--- src/rtl/orfs_pkg.sv ---
// ----------------------------------------------------------------------------
// orfs_pkg: shared types and constants of the rectangle fill sequencer
// Request and response items, sequencer state, and the init byte table.
// ----------------------------------------------------------------------------
package orfs_pkg;

	localparam int unsigned DISPLAY_SIZE_DEF = 128;
	localparam int unsigned INIT_LEN         = 48;
	localparam int unsigned COORD_W          = 7;
	localparam int unsigned COORD_MAX        = 127;

	localparam logic [7:0] OP_COL_WINDOW = 8'h15;
	localparam logic [7:0] OP_ROW_WINDOW = 8'h75;
	localparam logic [7:0] OP_WRITE_RAM  = 8'h5c;

	typedef logic [COORD_W-1:0] coord_t;

	typedef enum logic [1:0] {
		CMD_NEXT  = 2'd0,
		CMD_INIT  = 2'd1,
		CMD_FILL  = 2'd2,
		CMD_CLEAR = 2'd3
	} cmd_t;

	typedef enum logic [1:0] {
		MODE_IDLE   = 2'd0,
		MODE_INIT   = 2'd1,
		MODE_HEADER = 2'd2,
		MODE_PIXELS = 2'd3
	} mode_t;

	typedef struct packed {
		logic [1:0]  command;
		coord_t      col_first;
		coord_t      row_first;
		coord_t      col_last;
		coord_t      row_last;
		logic [15:0] fill_colour;
	} req_t;

	typedef struct packed {
		logic [7:0] byte_out;
		logic       is_command;
		logic       byte_valid;
		logic       seq_last;
	} rsp_t;

	typedef struct packed {
		mode_t       mode;
		logic [5:0]  seq_index;
		coord_t      col_count;
		coord_t      row_count;
		logic        low_phase;
		coord_t      col_first;
		coord_t      row_first;
		coord_t      col_last;
		coord_t      row_last;
		logic [15:0] colour;
	} seq_state_t;

	// Bit 8 marks a command byte, bits 7:0 are the byte itself.
	function automatic logic [8:0] init_entry(input logic [5:0] idx);
		logic [8:0] e;
		unique case (idx)
			6'd0:  e = 9'h1fd;
			6'd1:  e = 9'h012;
			6'd2:  e = 9'h1fd;
			6'd3:  e = 9'h0b1;
			6'd4:  e = 9'h1ae;
			6'd5:  e = 9'h1a4;
			6'd6:  e = 9'h115;
			6'd7:  e = 9'h000;
			6'd8:  e = 9'h07f;
			6'd9:  e = 9'h175;
			6'd10: e = 9'h000;
			6'd11: e = 9'h07f;
			6'd12: e = 9'h1b3;
			6'd13: e = 9'h0f1;
			6'd14: e = 9'h1ca;
			6'd15: e = 9'h07f;
			6'd16: e = 9'h1a0;
			6'd17: e = 9'h066;
			6'd18: e = 9'h1a1;
			6'd19: e = 9'h000;
			6'd20: e = 9'h1a2;
			6'd21: e = 9'h000;
			6'd22: e = 9'h1ab;
			6'd23: e = 9'h001;
			6'd24: e = 9'h1b4;
			6'd25: e = 9'h0a0;
			6'd26: e = 9'h0b5;
			6'd27: e = 9'h055;
			6'd28: e = 9'h1c1;
			6'd29: e = 9'h0c8;
			6'd30: e = 9'h080;
			6'd31: e = 9'h0c0;
			6'd32: e = 9'h1c7;
			6'd33: e = 9'h00f;
			6'd34: e = 9'h1b1;
			6'd35: e = 9'h032;
			6'd36: e = 9'h1b2;
			6'd37: e = 9'h0a4;
			6'd38: e = 9'h000;
			6'd39: e = 9'h000;
			6'd40: e = 9'h1bb;
			6'd41: e = 9'h017;
			6'd42: e = 9'h1b6;
			6'd43: e = 9'h001;
			6'd44: e = 9'h1be;
			6'd45: e = 9'h005;
			6'd46: e = 9'h1a6;
			default: e = 9'h1af;
		endcase
		return e;
	endfunction

endpackage

--- src/rtl/orfs_step.sv ---
// ----------------------------------------------------------------------------
// orfs_step: next-state and response logic of the sequencer
// Takes the current state and one request item, gives the next state and
// the response item for that request.
// ----------------------------------------------------------------------------
module orfs_step #(
	parameter int unsigned DISPLAY_SIZE = orfs_pkg::DISPLAY_SIZE_DEF
) (
	input  orfs_pkg::seq_state_t st,
	input  orfs_pkg::req_t       req,
	output orfs_pkg::seq_state_t st_nxt,
	output orfs_pkg::rsp_t       rsp
);

	localparam int unsigned CLEAR_LAST_INT =
		(DISPLAY_SIZE - 1 > orfs_pkg::COORD_MAX) ? orfs_pkg::COORD_MAX : DISPLAY_SIZE - 1;
	localparam orfs_pkg::coord_t CLEAR_LAST = orfs_pkg::COORD_W'(CLEAR_LAST_INT);
	localparam logic [5:0] INIT_LAST_IDX = 6'(orfs_pkg::INIT_LEN - 1);

	logic [8:0] init_e;
	logic [5:0] idx_inc;
	logic       empty_rect;

	assign init_e     = orfs_pkg::init_entry(st.seq_index);
	assign idx_inc    = st.seq_index + 6'd1;
	assign empty_rect = (st.col_first > st.col_last) || (st.row_first > st.row_last);

	always_comb begin
		st_nxt = st;
		rsp    = '0;
		unique case (orfs_pkg::cmd_t'(req.command))
			orfs_pkg::CMD_INIT: begin
				st_nxt.mode      = orfs_pkg::MODE_INIT;
				st_nxt.seq_index = '0;
			end
			orfs_pkg::CMD_FILL, orfs_pkg::CMD_CLEAR: begin
				st_nxt.mode      = orfs_pkg::MODE_HEADER;
				st_nxt.seq_index = '0;
				st_nxt.col_count = '0;
				st_nxt.row_count = '0;
				st_nxt.low_phase = 1'b0;
				if (req.command == orfs_pkg::CMD_FILL) begin
					st_nxt.col_first = req.col_first;
					st_nxt.row_first = req.row_first;
					st_nxt.col_last  = req.col_last;
					st_nxt.row_last  = req.row_last;
					st_nxt.colour    = req.fill_colour;
				end else begin
					st_nxt.col_first = '0;
					st_nxt.row_first = '0;
					st_nxt.col_last  = CLEAR_LAST;
					st_nxt.row_last  = CLEAR_LAST;
					st_nxt.colour    = '0;
				end
			end
			orfs_pkg::CMD_NEXT: begin
				unique case (st.mode)
					orfs_pkg::MODE_IDLE: begin
					end
					orfs_pkg::MODE_INIT: begin
						rsp.byte_out   = init_e[7:0];
						rsp.is_command = init_e[8];
						rsp.byte_valid = 1'b1;
						if (st.seq_index >= INIT_LAST_IDX) begin
							rsp.seq_last     = 1'b1;
							st_nxt.mode      = orfs_pkg::MODE_IDLE;
							st_nxt.seq_index = '0;
						end else begin
							st_nxt.seq_index = idx_inc;
						end
					end
					orfs_pkg::MODE_HEADER: begin
						rsp.byte_valid = 1'b1;
						unique case (st.seq_index)
							6'd0: begin
								rsp.byte_out   = orfs_pkg::OP_COL_WINDOW;
								rsp.is_command = 1'b1;
							end
							6'd1: rsp.byte_out = {1'b0, st.col_first};
							6'd2: rsp.byte_out = {1'b0, st.col_last};
							6'd3: begin
								rsp.byte_out   = orfs_pkg::OP_ROW_WINDOW;
								rsp.is_command = 1'b1;
							end
							6'd4: rsp.byte_out = {1'b0, st.row_first};
							6'd5: rsp.byte_out = {1'b0, st.row_last};
							default: begin
								rsp.byte_out   = orfs_pkg::OP_WRITE_RAM;
								rsp.is_command = 1'b1;
							end
						endcase
						if (st.seq_index >= 6'd6) begin
							st_nxt.seq_index = '0;
							if (empty_rect) begin
								// Empty window: the write-memory byte closes the sequence.
								rsp.seq_last = 1'b1;
								st_nxt.mode  = orfs_pkg::MODE_IDLE;
							end else begin
								st_nxt.mode      = orfs_pkg::MODE_PIXELS;
								st_nxt.col_count = st.col_first;
								st_nxt.row_count = st.row_first;
								st_nxt.low_phase = 1'b0;
							end
						end else begin
							st_nxt.seq_index = idx_inc;
						end
					end
					orfs_pkg::MODE_PIXELS: begin
						rsp.byte_valid = 1'b1;
						if (!st.low_phase) begin
							rsp.byte_out     = st.colour[15:8];
							st_nxt.low_phase = 1'b1;
						end else begin
							rsp.byte_out     = st.colour[7:0];
							st_nxt.low_phase = 1'b0;
							if (st.col_count >= st.col_last) begin
								if (st.row_count >= st.row_last) begin
									rsp.seq_last = 1'b1;
									st_nxt.mode  = orfs_pkg::MODE_IDLE;
								end else begin
									st_nxt.row_count = st.row_count + 7'd1;
								end
								st_nxt.col_count = st.col_first;
							end else begin
								st_nxt.col_count = st.col_count + 7'd1;
							end
						end
					end
				endcase
			end
		endcase
	end

endmodule

--- src/rtl/oled_rect_fill_sequencer.sv ---
// ----------------------------------------------------------------------------
// oled_rect_fill_sequencer: byte stream generator for a display controller
// Init, rectangle fill and clear sequences, one byte per next request.
//
//   Channel  Signals                      Carries
//   req      req_valid, req_ready, req    one request item (orfs_pkg::req_t)
//   rsp      rsp_valid, rsp_ready, rsp    one response item (orfs_pkg::rsp_t)
//
// Every request yields one response, registered and shown in the cycle after it is accepted.
// A request is taken each cycle while the response register is empty or
// being drained; the only stall comes from rsp_ready held low.
// The state registers and the response register form the single stage.
// Reset clears the sequencer to idle and empties the response register.
// ----------------------------------------------------------------------------
module oled_rect_fill_sequencer #(
	parameter int unsigned DISPLAY_SIZE = orfs_pkg::DISPLAY_SIZE_DEF
) (
	input  logic           clk,
	input  logic           arst_n,
	input  logic           req_valid,
	output logic           req_ready,
	input  orfs_pkg::req_t req,
	output logic           rsp_valid,
	input  logic           rsp_ready,
	output orfs_pkg::rsp_t rsp
);

	orfs_pkg::seq_state_t st_q;
	orfs_pkg::seq_state_t st_nxt;
	orfs_pkg::rsp_t       rsp_nxt;
	orfs_pkg::rsp_t       rsp_q;
	logic                 rsp_valid_q;
	logic                 req_fire;

	assign req_ready = !rsp_valid_q || rsp_ready;
	assign req_fire  = req_valid && req_ready;
	assign rsp_valid = rsp_valid_q;
	assign rsp       = rsp_q;

	orfs_step #(
		.DISPLAY_SIZE(DISPLAY_SIZE)
	) u_step (
		.st    (st_q),
		.req   (req),
		.st_nxt(st_nxt),
		.rsp   (rsp_nxt)
	);

	always_ff @(posedge clk or negedge arst_n) begin
		if (!arst_n) begin
			st_q        <= '0;
			rsp_valid_q <= 1'b0;
		end else begin
			if (req_fire) begin
				st_q <= st_nxt;
			end
			if (req_fire) begin
				rsp_valid_q <= 1'b1;
			end else if (rsp_ready) begin
				rsp_valid_q <= 1'b0;
			end
		end
	end

	always_ff @(posedge clk) begin
		if (req_fire) begin
			rsp_q <= rsp_nxt;
		end
	end

	// A start request answers with an empty response item.
	a_start_empty: assert property (@(posedge clk) disable iff (!arst_n)
		req_fire && (req.command != orfs_pkg::CMD_NEXT) |=> rsp_valid && !rsp.byte_valid)
		else $error("start request did not give an empty response");

	a_idle_zero: assert property (@(posedge clk) disable iff (!arst_n)
		rsp_valid && !rsp.byte_valid |->
			(rsp.byte_out == 8'd0) && !rsp.is_command && !rsp.seq_last)
		else $error("response without a byte carries nonzero fields");

	a_last_valid: assert property (@(posedge clk) disable iff (!arst_n)
		rsp_valid && rsp.seq_last |-> rsp.byte_valid)
		else $error("last flag on a response without a byte");

	a_pixel_bounds: assert property (@(posedge clk) disable iff (!arst_n)
		st_q.mode == orfs_pkg::MODE_PIXELS |->
			(st_q.col_count <= st_q.col_last) && (st_q.row_count <= st_q.row_last))
		else $error("pixel counters left the window");

	a_init_index: assert property (@(posedge clk) disable iff (!arst_n)
		st_q.mode == orfs_pkg::MODE_INIT |-> st_q.seq_index < 6'(orfs_pkg::INIT_LEN))
		else $error("init index past the end of the table");

endmodule

--- config.mk ---
export PLATFORM = sky130hd
export DESIGN_NAME = oled_rect_fill_sequencer
export DESIGN_NICKNAME = d
export VERILOG_FILES = /design/src/rtl/orfs_pkg.sv /design/src/rtl/orfs_step.sv /design/src/rtl/oled_rect_fill_sequencer.sv
export SDC_FILE = /design/constraint.sdc
export NUM_CORES = 1
export LEC_CHECK = 0
export BUFFER_PORTS_ARGS = -buffer_cell sky130_fd_sc_hd__buf_2
export CAP_MARGIN = 5
export CORE_UTILIZATION = 50
export DETAILED_ROUTE_END_ITERATION = 16
export PLACE_DENSITY = 0.76
export SLEW_MARGIN = 10
export SYNTH_ARGS = -nofsm -noshare
export SYNTH_HDL_FRONTEND = slang
export SYNTH_HIERARCHICAL = 1
export SYNTH_SLANG_ARGS = --single-unit
--- constraint.sdc ---
create_clock -name clk -period 5.7 [get_ports clk]
set_input_delay 0.855 -clock clk [delete_from_list [all_inputs] [get_ports clk]]
set_output_delay 0.855 -clock clk [all_outputs]
set_load 0.01 [all_outputs]
==> results.py, run 1 <==
metrics = {
    "yosys": {
        "synth_flop_cell": "dfrtp_1",
        "synth.largest_area_cell": "dfrtp_1",
        "syn_area_per_cell_um2": 9.051,
        "ys_seq_area_frac": 0.3158,
        "synth_warnings": 6,
        "synth_top_area_share": 0.2644,
        "ys_ff_latch": 79,
        "synth_fp_nets": 806,
        "yosys-top-cells-area": "dfrtp_1 26%, mux2_2 9.4%, ha_1 8.7%",
        "synth.distinct_cells": 67,
        "syn_area_mm2": 0.006435,
        "synth_cells": 711,
        "synthArstFlopShare": 0.8608,
        "synth-edff-count": 11,
    },
    "global_routing": {
        "grt_pass1_vias": 5576,
        "grt_max_degree": 69,
        "grt_overflow": 0,
        "grtUsageTotal": 0.2931,
        "antenna_found_initial": 0,
        "grt_pass1_wl_mm": 29.63,
    },
    "route": {
        "wire_per_inst_um": 20.56,
        "drt_iter0_drc": 622,
        "drt-met1-wl_mm": 8.402,
        "ant_nets": 0,
        "routed_wl_mm": 18.84,
        "first_pass_iters": 5,
        "route.met2.wl_mm": 8.273,
        "drt-vias-per-instance": 6.424,
        "routed-via-count": 5884,
        "wl_met3_mm": 1.405,
        "routed.top_layer": "met4",
        "drc_errors": 0,
    },
    "finish": {
        "final_common_cell": "dfrtp_1",
        "synthToLayoutAreaGrowth_pct": 9.761,
        "drive_gt1_frac": 0.2272,
        "nNetsFinal": 834,
        "n_antenna_cell": 0,
        "most-common-layout-cells": "68 x dfrtp_1, 62 x buf_2, 58 x nand2_1",
    },
    "setup_path": {
        "crit_start": "st_q[42]",
        "crit_arrival_ns": 3.78,
        "startpoint_type": "register",
        "timing.rr.start": "st_q[42]",
        "rr_worst_depth": 9,
        "cp_slowest_cell": "a22oi_1",
        "cp_cell_sequence": "ha_1 -> a21o_1 -> a21oi_1 -> nand3_1 -> a22oi_1 -> nand2_1 -> a31o_1 -> a221o_1 -> mux2_4",
        "critPathMaxStageDelay_ns": 0.76,
        "cp-end-kind": "register",
        "path_class": "register to register",
        "cp_max_fo": 13,
        "r2r_slack_ns": 2.15,
        "required_ns": 5.93,
    },
    "clocking": {
        "cts-htree-levels": 3,
        "tritoncts": "yes",
        "cts.sinks": 79,
        "clkTransAtPathRegs_ns": 0.07,
        "post_cts_buffers": 0,
        "numCtsBuffers": 9,
        "cts_resized": 0,
        "cts_root_buffer": "clkbuf_16",
        "cts_hold_buf": 0,
        "clock_latency_ns": 0.35,
        "clock_path_buffers": 2,
    },
    "place": {
        "portBuffers": 62,
        "dp_hpwl_mm": 13.51,
        "gp_congestion": 0.9895,
    },
    "power": {
        "powerDensity_mw_per_mm2": 274.4,
        "ir_drop_v": 0.0002097,
        "power_leakage_nw": 3.127,
        "power_mw": 1.938,
    },
    "run": {
        "drv_cap": 0,
    },
    "die": {
        "row_count": 41,
        "start_util": 0.5120,
        "die_area_mm2": 0.01333,
        "fp.dieW_um": 115.4,
        "core-area_mm2": 0.01257,
        "ios": 63,
        "die_y_um": 115.4,
    },
    "min_path": {
        "whs_path_depth": 1,
        "hp-class": "register to register",
        "hp-start": "st_q[15]",
    },
    "sta": {
        "rsz0062_at_grt": "no",
        "finalCritPeriodShare": 0.6229,
        "clock_skew_ns": 0.01186,
        "fin_tns_setup_ns": 0,
        "hold_viol": 0,
        "min_period_ns": 3.551,
        "fmax_mhz": 281.6,
        "worst_pin_slew_ns": 1.041,
        "setup_viol": 0,
        "drv_slew": 0,
        "slew_headroom": 0.3063,
    },
    "run_status": {
        "outcome": "finished, final reports clean",
    },
}
worst max-delay path: cells and delay by family, from the launching register on:
family / cells / cell delay (ns)
AOI/OAI and AO/OA: 5 / 1.83
adders and majority gates: 1 / 0.33
DFF: 1 / 0.45
muxes: 1 / 0.28
and+or+nand+nor: 2 / 0.54
power breakdown:
group	total, mW	switching [mW]	internal (mW)
clock	0.563	0.249	0.313
combinational	0.625	0.364	0.261
sequential	0.751	0.101	0.650
total	1.94	0.714	1.22
per-stage QoR:
step | std cells | area (um^2) | hold slack (ns) | util | setup slack [ns]
after global routing | 916 | 7063 | 0.5551 | 0.5620 | 1.870
after floorplan | 711 | 6435 | 0.4793 | - | 3.185
final | 916 | 7063 | 0.5245 | 0.5620 | 2.149
after detailed placement | 900 | 6773 | 0.5127 | 0.5389 | 2.226
after CTS | 916 | 7063 | 0.5254 | 0.5620 | 2.201
after global placement | 900 | 6773 | 0.4866 | 0.5389 | 2.352
cell usage after synthesis, drive strengths merged (8+ instances only):
cell type,instances
mux2,73
dfrtp,68
nand2,59
a21oi,57
nor2,57
ha,45
inv,42
clkbuf,37
o21ai,35
a22o,24
nand3,21
buf,13
mux2i,12
a22oi,11
a31oi,11
and3,11
edfxtp,11
nor3,8
o211ai,8
o221ai,8
or3,8
flip-flops by register name (all words and copies together), names as in the netlist:
name / count
rsp: 11
rsp_valid: 1
st_q: 67
metal layers:
layer  global-route usage  vias to the layer above
met4               0.1472                        0
li1                     -                     2694
met5                    0                        -
met3              0.04289                       60
met2               0.4307                      334
met1               0.4201                     2796
cell type report:
cell class / count / area (um^2)
clock buffer: 10 / 239.0
clock inverter: 6 / 51.30
fill: 1115 / 5505
inverter: 43 / 161.4
multi-input combinational: 539 / 4016
sequential: 79 / 2032
tap: 172 / 215.2
timing repair buffer: 67 / 347.8
final timing paths:
path / to
worst min-delay path: st_q[15]
max in group asynchronous: st_q[11]
worst max register to register: st_q[46]
min in group asynchronous: st_q[39]
worst max-delay path: st_q[46]
worst min register to register: st_q[15]
cells by family (layout without fill, tap and decap cells):
logic type | count (synthesis) | after routing | share of synthesized area
AO/OA/AOI/OAI | 214 | 214 | 0.2339
XOR/XNOR | 6 | 6 | 0.008166
adder cells (fa/ha/maj) | 45 | 45 | 0.08750
buffers and inverters | 93 | 126 | 0.06047
flip-flops | 79 | 79 | 0.3158
multiplexers | 85 | 85 | 0.1575
AND/OR/NAND/NOR | 189 | 189 | 0.1367
Note: power is estimated with default switching activity, not from simulation.
==> inputs of run 2 (changes only) <==
- clock period: 5.7 -> 3.3 ns (I/O delays scaled with it)
==> results.py, run 2 (synthesized netlist as in run 1, its figures left out) <==
metrics = {
    "run_status": {
        "outcome": "finished, final reports clean",
    },
    "run": {
        "drv_cap": 0,
    },
    "sta": {
        "rsz0062_at_grt": "no",
        "clock_skew_ns": 0.01393,
        "min_period_ns": 2.916,
        "hold_viol": 0,
        "drv_slew": 0,
        "finalCritPeriodShare": 0.8836,
        "worst_pin_slew_ns": 0.9009,
        "slew_headroom": 0.3994,
        "fin_tns_setup_ns": 0,
        "timing.final.ws_setup_ns": 0.3842,
        "setup_viol": 0,
        "fmax_mhz": 343.0,
    },
    "clocking": {
        "clock_path_buffers": 2,
        "cts-htree-levels": 3,
        "post_cts_buffers": 0,
        "clock_latency_ns": 0.35,
        "clkTransAtPathRegs_ns": 0.07,
        "cts.sinks": 79,
        "cts_root_buffer": "clkbuf_16",
        "cts_hold_buf": 0,
        "cts_resized": 0,
        "tritoncts": "yes",
        "numCtsBuffers": 9,
    },
    "place": {
        "pre_cts_slack_ns": 0.4464,
        "place_area_mm2": 0.006963,
        "dp_hpwl_mm": 14.32,
        "portBuffers": 62,
        "gp_congestion": 0.9315,
    },
    "global_routing": {
        "grt_max_degree": 36,
        "antenna_found_initial": 0,
        "grt_pass1_vias": 5592,
        "grtUsageTotal": 0.3027,
        "grt_overflow": 0,
        "grt_pass1_wl_mm": 30.57,
    },
    "setup_path": {
        "crit_arrival_ns": 3.15,
        "cp_max_fo": 6,
        "required_ns": 3.54,
        "path_class": "register to register",
        "cp-end-kind": "register",
        "startpoint_type": "register",
    },
    "finish": {
        "most-common-layout-cells": "68 x dfrtp_1, 62 x buf_2, 58 x nand2_1",
        "largest_reg_flops": 67,
        "fin_area_mm2": 0.007243,
        "final.fill_count": 1100,
        "nNetsFinal": 856,
        "seq_area_mm2": 0.002032,
        "n_antenna_cell": 0,
        "multiInputGateArea_mm2": 0.004016,
        "synthToLayoutAreaGrowth_pct": 12.56,
        "final_common_cell": "dfrtp_1",
        "drive_gt1_frac": 0.2480,
        "largest_register": "st_q",
    },
    "die": {
        "fp.dieW_um": 115.4,
        "die_y_um": 115.4,
        "core-area_mm2": 0.01257,
        "start_util": 0.5120,
        "row_count": 41,
        "ios": 63,
        "die_area_mm2": 0.01333,
    },
    "route": {
        "routed-via-count": 6042,
        "first_pass_iters": 7,
        "drt_iter0_drc": 800,
        "routed_wl_mm": 19.56,
        "drc_errors": 0,
        "ant_nets": 0,
        "drt-vias-per-instance": 6.441,
        "wire_per_inst_um": 20.85,
    },
    "power": {
        "power.switching_mw": 1.296,
        "powerDensity_mw_per_mm2": 472.7,
        "p_clk_frac": 0.285,
        "p_seq_frac": 0.377,
        "p_comb_frac": 0.338,
        "ir_drop_v": 0.0003429,
        "power_leakage_nw": 3.241,
        "swShare": 0.3784,
        "p_int_mw": 2.128,
    },
    "min_path": {
        "hp-class": "primary input to async pin",
    },
}
run 2: cell types whose count changed in the layout (fill, tap and decap cells not counted):
cell,change
buf_12,+2
buf_4,+20
clkbuf_1,+1
clkbuf_8,-1
clkinv_4,-1
inv_6,+1
run 2: routing by layer:
layer	vias up	track usage	routed length, um
met2	347	0.4499	8658
met5	-	0	0
met3	76	0.06276	1544
li1	2747	-	-
met1	2872	0.4299	8612
met4	0	0.1212	746
run 2: stage by stage:
stage | std cells | total power [mW] | util | hold WS, ns
finish | 938 | 3.424 | 0.5763 | 0.07753
floorplan | 711 | 2.020 | - | 0.1994
global route | 938 | 3.568 | 0.5763 | 0.1176
detailed placement | 922 | 2.421 | 0.5540 | 0.4602
CTS | 938 | 3.391 | 0.5763 | 0.09172
global placement | 922 | 2.387 | 0.5540 | 0.4556
run 2: critical path, stage by stage (launching register included):
cell and delay (ns):
dfrtp_1 0.45, inv_1 0.12, ha_1 0.28, nand2b_1 0.14
a31oi_1 0.16, o21ai_1 0.19, a2111oi_2 0.62, mux2i_1 0.27
nor2_1 0.06, a221o_1 0.26, mux2_4 0.26
run 2: power by group through the flow:
stage | Sequential, mW | Combinational (mW) | Clock [mW]
after global placement | 1.29 | 1.09 | 0
after floorplan | 1.24 | 0.779 | 0
after detailed placement | 1.30 | 1.12 | 0
after CTS | 1.28 | 1.13 | 0.979
after global routing | 1.30 | 1.25 | 1.02
final | 1.29 | 1.16 | 0.976
run 2: final timing paths:
| path | to | from | slack (ns) | depth (start not counted) |
|---|---|---|---|---|
| max | st_q[46] | st_q[45] | 0.38 | 10 |
| min | st_q[65] | arst_n | 0.08 | 1 |
| max reg2reg | st_q[46] | st_q[45] | 0.38 | 10 |
| min reg2reg | st_q[25] | st_q[25] | 0.51 | 1 |
| max in group asynchronous | st_q[7] | arst_n | 2.48 | 2 |
| min in group clk | rsp_valid | req_valid | 0.38 | 2 |
run 2: final cells by class:
class                           instances  share of cell area
Multi-Input combinational cell        539              0.5545
Timing Repair Buffer                   89             0.07428
Clock inverter                          6            0.007082
Inverter                               43             0.02228
Sequential cell                        79              0.2805
Clock buffer                           10             0.03161
Tap cell                              172             0.02971
==> inputs of run 3 (changes only) <==
- CELL_PAD_IN_SITES_DETAIL_PLACEMENT: default -> 0
- CELL_PAD_IN_SITES_GLOBAL_PLACEMENT: default -> 1
- CORE_UTILIZATION: 50 -> 47
- PLACE_DENSITY: 0.76 -> 0.92
- REMOVE_ABC_BUFFERS: default -> 1
==> results.py, run 3 (synthesized netlist as in run 1, its figures left out) <==
metrics = {
    "run_status": {
        "outcome": "finished, final reports clean",
    },
    "setup_path": {
        "cp_cell_sequence": "inv_1 -> ha_1 -> and4_1 -> a221oi_4 -> mux2i_1 -> o22ai_1 -> nor2b_1 -> a221o_1 -> mux2_4",
        "path_class": "register to register",
        "cp_max_fo": 12,
        "timing.rr.start": "st_q[29]",
        "cp_num_cells": 9,
        "cp_slowest_cell": "a221oi_4",
        "crit_arrival_ns": 3.09,
        "cp-end-kind": "register",
        "r2r_slack_ns": 0.45,
        "startpoint_type": "register",
        "endpoint": "st_q[56]",
        "crit_start": "st_q[29]",
        "cp_num_buf_inv": 1,
        "critPathMaxStageDelay_ns": 0.67,
        "rr_worst_depth": 9,
        "critical_path.top_delay_family": "compound AO/OA/AOI/OAI gates",
        "reg2reg_to": "st_q[56]",
        "required_ns": 3.54,
    },
    "clocking": {
        "numCtsBuffers": 9,
        "clock_latency_ns": 0.35,
        "cts_hold_buf": 0,
        "post_cts_buffers": 0,
        "cts_root_buffer": "clkbuf_16",
        "clock_path_buffers": 2,
        "clkTransAtPathRegs_ns": 0.06,
        "cts.sinks": 79,
        "cts-htree-levels": 3,
        "tritoncts": "yes",
        "cts_resized": 0,
    },
    "power": {
        "p_seq_frac": 0.386,
        "power.switching_mw": 1.224,
        "swShare": 0.3670,
        "powerDensity_mw_per_mm2": 464.1,
        "p_comb_frac": 0.334,
        "power_leakage_nw": 3.195,
        "power_mw": 3.336,
        "p_int_mw": 2.112,
        "p_clk_frac": 0.281,
        "ir_drop_v": 0.0003285,
    },
    "place": {
        "gp_congestion": 0.9509,
        "place_area_mm2": 0.006915,
        "dp_hpwl_mm": 13.39,
        "placed_cells": 919,
        "portBuffers": 62,
    },
    "sta": {
        "rsz0062_at_grt": "no",
        "fmax_mhz": 350.4,
        "fin_tns_setup_ns": 0,
        "drv_slew": 0,
        "finalCritPeriodShare": 0.8648,
        "finalHoldWorstSlack_ns": 0.2574,
        "slew_headroom": 0.4274,
        "hold_viol": 0,
        "min_period_ns": 2.854,
        "setup_viol": 0,
        "worst_pin_slew_ns": 0.8589,
        "clock_skew_ns": 0.006138,
    },
    "min_path": {
        "hp-class": "primary input to async pin",
    },
    "route": {
        "ant_nets": 0,
        "routed_wl_mm": 18.54,
        "first_pass_iters": 5,
        "drt-vias-per-instance": 6.296,
        "wire_per_inst_um": 19.83,
        "routed-via-count": 5887,
        "drc_errors": 0,
        "drt_iter0_drc": 576,
    },
    "finish": {
        "largest_reg_flops": 67,
        "most-common-layout-cells": "68 x dfrtp_1, 62 x buf_2, 58 x nand2_1",
        "multiInputGateArea_mm2": 0.004016,
        "synthToLayoutAreaGrowth_pct": 11.72,
        "final_common_cell": "dfrtp_1",
        "fin_cells": 935,
        "n_antenna_cell": 0,
        "nNetsFinal": 849,
        "largest_register": "st_q",
        "drive_gt1_frac": 0.2411,
        "seq_area_mm2": 0.002032,
        "fin_area_mm2": 0.007189,
        "final.fill_count": 1230,
    },
    "die": {
        "ios": 63,
        "start_util": 0.4840,
        "core-area_mm2": 0.01330,
        "fp.dieW_um": 119.0,
        "die_area_mm2": 0.01416,
        "row_count": 42,
        "die_y_um": 119.0,
    },
    "global_routing": {
        "grtUsageTotal": 0.2710,
        "grt_pass1_vias": 5752,
        "grt_pass1_wl_mm": 30.07,
        "grt_overflow": 0,
        "antenna_found_initial": 0,
        "grt_max_degree": 47,
    },
    "run": {
        "drv_cap": 0,
    },
}
[run 3: cell types whose count changed in the layout (fill, tap and decap cells not counted)]
cell	delta
clkinv_2	+1
inv_6	-1
clkinvlp_4	+2
inv_4	-1
inv_8	-1
buf_4	-7
[run 3: per-layer routing]
layer  share of wire  GRT usage
met1            0.44     0.3614
met2            0.46     0.4270
met3           0.069    0.03927
met4           0.035     0.1377
met5               0          0
[run 3: how the worst min path moves through the flow]
stage                      to  slack (ns)  startpoint  depth (start not counted)
floorplan           rsp_valid        0.20      arst_n                          0
global placement     st_q[15]        0.49    st_q[15]                          1
CTS                  st_q[16]        0.27      arst_n                          1
finish               st_q[16]        0.26      arst_n                          1
detailed placement   st_q[15]        0.50    st_q[15]                          1
global route         st_q[20]        0.30      arst_n                          1
[run 3: final cells by class]
cell class / instances / area share
inverter: 43 / 0.02245
clock buffer: 10 / 0.03185
tap: 176 / 0.03063
clock inverter: 6 / 0.006265
multi-input combinational: 539 / 0.5586
sequential: 79 / 0.2826
timing repair buffer: 82 / 0.06753
[run 3: power by group through the flow]
stage          Clock (mW)  Sequential (mW)  Combinational, mW
2_1_floorplan           0             1.26              0.736
3_3_place_gp            0             1.29               1.07
3_5_place_dp            0             1.30               1.09
4_1_cts             0.952             1.28               1.10
5_1_grt             0.997             1.31               1.22
6_report            0.936             1.29               1.11
[run 3: stage by stage]
stage	setup WS (ns)	utilization
2_1_floorplan	0.2876	-
3_3_place_gp	0.5285	0.5201
6_report	0.4462	0.5407
4_1_cts	0.4671	0.5407
5_1_grt	0.2774	0.5407
3_5_place_dp	0.4728	0.5201
